### config.mk
export PLATFORM = sky130hd
export DESIGN_NAME = tkst_cell
export DESIGN_NICKNAME = d
export VERILOG_FILES = /design/src/rtl/top_k_score_table_insert_macros.svh /design/src/rtl/tkst_pkg.sv /design/src/rtl/tkst_cell.sv
export SDC_FILE = /design/constraint.sdc
export NUM_CORES = 1
export LEC_CHECK = 0
export BUFFER_PORTS_ARGS = -buffer_cell sky130_fd_sc_hd__buf_2
export CAP_MARGIN = 20
export CORE_AREA = 4 4 151 153
export DETAILED_ROUTE_END_ITERATION = 16
export DIE_AREA = 0 0 155 157
export PLACE_DENSITY = 0.67
export SLEW_MARGIN = 20
export SYNTH_ARGS = -nofsm -noshare
export SYNTH_HDL_FRONTEND = slang
export SYNTH_SLANG_ARGS = --single-unit
### constraint.sdc
create_clock -name clk -period 4.8 [get_ports clk]
set_clock_uncertainty 0.2 [all_clocks]
set_input_delay 0.72 -clock clk [delete_from_list [all_inputs] [get_ports clk]]
set_output_delay 0.72 -clock clk [all_outputs]
set_load 0.005 [all_outputs]
### src/rtl/top_k_score_table_insert_macros.svh
// Assertion macros shared by the score table RTL.
`ifndef TOP_K_SCORE_TABLE_INSERT_MACROS_SVH
`define TOP_K_SCORE_TABLE_INSERT_MACROS_SVH

// Same-cycle implication, disabled during reset.
`define TKST_ASSERT_IMP(label, clk, rst, ante, cons, msg) \
  label: assert property (@(posedge clk) disable iff (rst) (ante) |-> (cons)) \
    else $error(msg);

// Next-cycle implication, disabled during reset.
`define TKST_ASSERT_NXT(label, clk, rst, ante, cons, msg) \
  label: assert property (@(posedge clk) disable iff (rst) (ante) |=> (cons)) \
    else $error(msg);

`endif

### src/rtl/tkst_pkg.sv
// Types, constants and helper functions for the top-k score table.
package tkst_pkg;

  // Table geometry
  localparam int TABLE_DEPTH  = 1024;
  localparam int MAX_SET_SIZE = 6;
  localparam int LOCUS_BITS   = 16;

  // Fixed field widths of the stream words
  localparam int NUM_LOCI      = 6;
  localparam int FIELD_LOCUS_W = 16;
  localparam int SCORE_W       = 32;
  localparam int SLOT_W        = 10;
  localparam int SET_W         = 3;

  // Cell index and reduction grouping
  localparam int IDX_W        = $clog2(TABLE_DEPTH);
  localparam int GROUP_SIZE   = 32;
  localparam int NUM_GROUPS   = (TABLE_DEPTH + GROUP_SIZE - 1) / GROUP_SIZE;
  localparam int PADDED_DEPTH = NUM_GROUPS * GROUP_SIZE;

  // Stream word layout
  localparam int IN_LOCUS_LSB = SCORE_W;
  localparam int IN_SLOT_LSB  = SCORE_W + NUM_LOCI * FIELD_LOCUS_W;
  localparam int IN_FIELDS_W  = IN_SLOT_LSB + SLOT_W;
  localparam int IN_DATA_W    = ((IN_FIELDS_W + 7) / 8) * 8;
  localparam int OUT_FIELDS_W = SLOT_W + SCORE_W + NUM_LOCI * FIELD_LOCUS_W;
  localparam int OUT_DATA_W   = ((OUT_FIELDS_W + 7) / 8) * 8;

  // Register map
  localparam int CFG_ADDR_W = 3;
  localparam logic [CFG_ADDR_W-1:0] REG_LOCI_IN_USE = 3'd0;
  localparam logic [SET_W-1:0]      LOCI_RESET      = 3'd6;

  typedef logic [NUM_LOCI-1:0][FIELD_LOCUS_W-1:0] field_loci_t;
  typedef logic [MAX_SET_SIZE-1:0][LOCUS_BITS-1:0] set_t;

  // One table entry
  typedef struct packed {
    logic [SCORE_W-1:0] score;
    set_t               loci;
  } entry_t;

  // Per-cell compare results
  typedef struct packed {
    logic less;  // offer score above this cell's score
    logic eq;    // offer score equals this cell's score
    logic hit;   // this cell is the one being read
  } cell_flag_t;

  // Reduced result of one group of cells
  typedef struct packed {
    logic             any_eq;
    logic             edge_found;
    logic [IDX_W-1:0] edge_idx;
    entry_t           rd;
  } group_res_t;

  typedef enum logic [2:0] {
    ST_IDLE,
    ST_CMP,
    ST_GRP,
    ST_MERGE,
    ST_COMMIT
  } state_t;

  // Locus count as used: 0 counts as 1, large values clamp
  function automatic logic [SET_W-1:0] active_loci(logic [SET_W-1:0] v);
    if (v == '0) return SET_W'(1);
    else if (v > SET_W'(MAX_SET_SIZE)) return SET_W'(MAX_SET_SIZE);
    else return v;
  endfunction

  // Keep the first n loci of an offer, zero the rest
  function automatic set_t mask_loci(field_loci_t loci, logic [SET_W-1:0] n);
    set_t res;
    res = '0;
    for (int j = 0; j < MAX_SET_SIZE; j++) begin
      if (SET_W'(j) < n) res[j] = LOCUS_BITS'(loci[j]);
    end
    return res;
  endfunction

  // Stored loci to 16-bit report fields; missing loci read as zero
  function automatic field_loci_t report_loci(set_t loci);
    field_loci_t res;
    res = '0;
    for (int j = 0; j < MAX_SET_SIZE; j++) begin
      res[j] = FIELD_LOCUS_W'(loci[j]);
    end
    return res;
  endfunction

endpackage

### src/rtl/tkst_cell.sv
// One table cell: holds an entry, compares it and shifts from its upper neighbour.
module tkst_cell (
  input  logic                clk,
  input  logic                rst,
  input  logic                cmp_en,
  input  logic                shift_en,
  input  tkst_pkg::entry_t    offer,
  input  logic                rd_hit,
  input  tkst_pkg::entry_t    nb_ent,
  input  logic                nb_less,
  output tkst_pkg::entry_t    ent,
  output tkst_pkg::cell_flag_t flags
);
  import tkst_pkg::*;

  // Compare flags, held until the insert is committed
  always_ff @(posedge clk) begin
    if (cmp_en) begin
      flags.less <= offer.score > ent.score;
      flags.eq   <= offer.score == ent.score;
      flags.hit  <= rd_hit;
    end
  end

  // Entry: take the neighbour's entry below the landing cell, the offer at it
  always_ff @(posedge clk) begin
    if (rst) begin
      ent <= '0;
    end else if (shift_en) begin
      if (nb_less) begin
        ent <= nb_ent;
      end else if (flags.less) begin
        ent <= offer;
      end
    end
  end

endmodule

* Word level (Yosys, flattened, before mapping)
Index checks and enable logic that the tools add are counted.
** Word-level totals
- Bits of input ports :: 262
- Word-level logic and storage cells :: 16
- Output and inout bits :: 131
- Register bits :: 131
** Cells by class
- $lt $le $gt $ge :: 1
- Mux-type cells :: 2
- Reduce and logical (&&, ||, !) cells :: 2
- Eq/ne operators :: 1
** Operators with widths (count)
- $mux W128 :: 2
- $eq A32 B32 Y1 :: 1
- $gt A32 B32 Y1 :: 1
- $reduce_and A2 Y1 :: 1
- $reduce_bool A2 Y1 :: 1

* Depth between registers and ports, before layout
- Word-level depth :: 2
- Gate-level depth with buffers :: 7

* Least setup slack after synthesis
No wires, ideal clock.
- Path type :: input -> register
- Start point :: in offer[110] (netlist bit)
- End point :: reg flags[2] (netlist bit) (data pin)
- Setup time :: 270 ps
- Stages :: 6
- Data required time :: 4330 ps
- Arrival time :: 1762 ps
- Setup slack :: 2569 ps
- Path through :: ha_1 -> a21oi_1 -> nand2_1 -> a21o_1 -> o41ai_1 -> a31oi_1
** Between the ends
- Word-level cells in the longest chain between the ends :: 1
** Ends and longest elaborated chain
- start, declared :: line tkst_cell.sv:7 : input tkst_pkg::entry_t offer,
- $gt A32 B32 Y1 :: line tkst_cell.sv:19 : flags.less <= offer.score > ent.score;
- end, declared :: line tkst_cell.sv:12 : output tkst_pkg::cell_flag_t flags
Every way passes these cells.
A chain may end at the register's enable or synchronous reset.

* Worst setup path in the final report
- Start point :: reg flags[2] (netlist bit)
- End point :: reg ent[49] (netlist bit)
** Between the ends
- Word-level cells in the longest chain between the ends :: 2
** Ends and longest elaborated chain
- $reduce_bool A2 Y1 (no line)
- $reduce_and A2 Y1 (no line)
- end signal, assigned :: line tkst_cell.sv:31 : ent <= nb_ent;
- end signal, assigned :: line tkst_cell.sv:33 : ent <= offer;
- end, declared :: line tkst_cell.sv:11 : output tkst_pkg::entry_t ent,
Every way passes these cells.

==> results.toml <==
[setup_path]
regToRegSetupSlack_ps = 2520
path_class = "reg2reg"
cp_top_family = "compound AO/OA/AOI/OAI gates"
crit_buf_inv = 1
critical_path.max_fanout = 114
timing.rr.end = "ent[49]$_SDFFE_PP0P_"
reg2reg_from = "flags[2]$_DFFE_PP_"
cp_num_cells = 4
critPathCaptureType = "flip-flop"
required_ps = 4920
startpoint_type = "flip-flop"
ff2ff_path_depth = 4
startpoint = "flags[2]$_DFFE_PP_"
critPathSlowestCell = "o21a_4"
arrival_ps = 2400
cpPeakStageDelay_ps = 640
path_cells = "o21a_4, buf_12, nor2_1, a211oi_2"
crit_end = "ent[49]$_SDFFE_PP0P_"

[timing]
setup_viol = 0
tightestPinTransition_ps = 968
rsz0062_at_grt = "no"
period_minus_slack_ps = 2280
final-hold-violation-count = 0
maxSlewHeadroom = 0.355
setup_tns_ps = 0
drv_slew = 0
whs_ps = 287
clock.fmax_mhz = 439
fin_crit_sh = 0.475

[global_route]
antenna_found_initial = 4
grt_overflow_total = 0
grt_first_pass_wirelength_um = 30300
grt_max_degree = 129
grt_pass1_vias = 5951
grt_usage = 0.155

[synthesis]
synth_common_cells = "nor2_1, dfxtp_1, mux2i_1"
ys_seq_elements = 131
synth_top_area_cell = "dfxtp_1"
yosys_warnings = 0
synthArstFlopShare = 0
synth_edf_count = 3
syn-num-nets = 978
syn_area_um2 = 7140
synth_most_common_cell = "nor2_1"
yosysSeqAreaShare = 0.372
synthDistinctLibCells = 30
synthTopCellsByArea = "dfxtp_1, mux2i_1, a211oi_2, nor2_1, ha_1"
synth_top_area_frac = 0.359
synth_cells = 684
ys.flop_type = "dfxtp_1"
syn_area_per_cell_um2 = 10.4

[die]
die-area_um2 = 24300
die_w_um = 155
rows = 54
ios = 393
die_height_um = 157
core_um2 = 21600
start_util = 0.331

[cells_and_area]
final_area_um2 = 9750
final_cell_count_no_fill = 1335
area_delta_synth_final_pct = 36.5
fin_nets = 1336
drive_gt1_frac = 0.502

[cts]
cts.sinks = 131
clkTransAtPathRegs_ps = 60
insertion_delay_ps = 410
ctsHoldBuffers = 0
htree_levels = 4
cts_setup_buffers = 0
clock-root-buffer = "clkbuf_16"
clockBufferDepth = 2
cts_resized = 0
cts_made_buffers = 17
cts_tree = "built"

[route]
num_vias = 6324
drc = 0
drt_iter0_markers = 235
wl_per_cell_um = 15.3
firstDrtPassIters = 4
finalWirelength_um = 20400
ant_nets = 0
vias_per_cell = 4.74

[place]
dpl_cell_area_um2 = 9100
port_buffers = 392
place.detailed.hpwl_um = 15700
place_inst = 1303
place_congestion = 0.799

[job]
drv_cap = 0

[status]
status = "finished clean"

[power_and_ir_drop]
leakage_nw = 4.73
powerDensity_nw_per_um2 = 340
vdd_drop_max_mv = 0.234
power_mw = 3.32

[worst_hold_path]
hp-start = "rd_hit"
hold_class = "in2reg"
-- per-stage QoR --
| stage | setup slack [ps] | utilization |
|---|---|---|
| 2_1_floorplan | 2570 | - |
| 3_3_place_gp | 2230 | 0.422 |
| 3_5_place_dp | 2170 | 0.422 |
| 4_1_cts | 2550 | 0.452 |
| 5_1_grt | 2350 | 0.452 |
| 6_report | 2520 | 0.452 |
-- power by group --
part           leakage [nW]  switching, mW  internal, mW
logic                  3.34          0.346         0.320
registers              1.09         0.0535          1.19
clock network         0.305          0.491         0.918
-- placed cells by master, fill, tap and decap left out, types with 2 or more instances in the layout --
cell | synthesis | final
a211oi_2 | 102 | 102
edfxtp_1 | 3 | 3
nor2_1 | 130 | 130
a21o_1 | 5 | 5
buf_2 | 2 | 390
mux2i_1 | 128 | 128
clkinv_2 | 0 | 2
clkinv_4 | 0 | 3
buf_12 | 0 | 4
inv_1 | 32 | 32
clkinvlp_4 | 0 | 2
nand3_1 | 5 | 5
nand4_1 | 8 | 8
bufinv_16 | 0 | 5
clkbuf_16 | 0 | 17
ha_1 | 32 | 32
a211oi_1 | 27 | 27
buf_6 | 18 | 2
diode_2 | 0 | 2
a21oi_1 | 11 | 11
dfxtp_1 | 128 | 128
nand2_1 | 3 | 3
-- cell families after synthesis --
| logic type | count (synthesis) | share of synthesized area |
|---|---|---|
| fa+ha+maj | 32 | 0.0561 |
| flops | 131 | 0.372 |
| mux | 128 | 0.179 |
| buf+inv | 89 | 0.0782 |
| simple gates | 151 | 0.0850 |
| compound gates | 153 | 0.230 |
-- cell type report --
cell class / instances / area (um^2)
Clock inverter: 13 / 210
Antenna cell: 2 / 5.00
Fill cell: 2111 / 11800
Multi-Input combinational cell: 464 / 3930
Tap cell: 280 / 350
Clock buffer: 17 / 425
Sequential cell: 131 / 2650
Timing Repair Buffer: 396 / 2050
Inverter: 32 / 120
-- per-layer routing --
metal,GRT usage,share of wire,up-vias
met3,0.0498,0.088,14
met2,0.266,0.49,253
met1,0.184,0.41,2848
met4,0.0492,0.011,2
li1,-,-,3207
met5,0,0.00064,-
-- registers in the layout (all words and copies together), names as in the netlist --
name / count
ent: 128
flags: 3
-- how the worst min path moves through the flow --
stage	end	slack, ps	cells past startpoint
floorplan	ent[2]$_SDFFE_PP0P_	290	2
global placement	ent[45]$_SDFFE_PP0P_	280	2
detailed placement	ent[17]$_SDFFE_PP0P_	290	2
CTS	flags[0]$_DFFE_PP_	260	1
global route	flags[0]$_DFFE_PP_	260	1
finish	flags[0]$_DFFE_PP_	290	1
No activity file was read; power rests on OpenSTA's default activity.
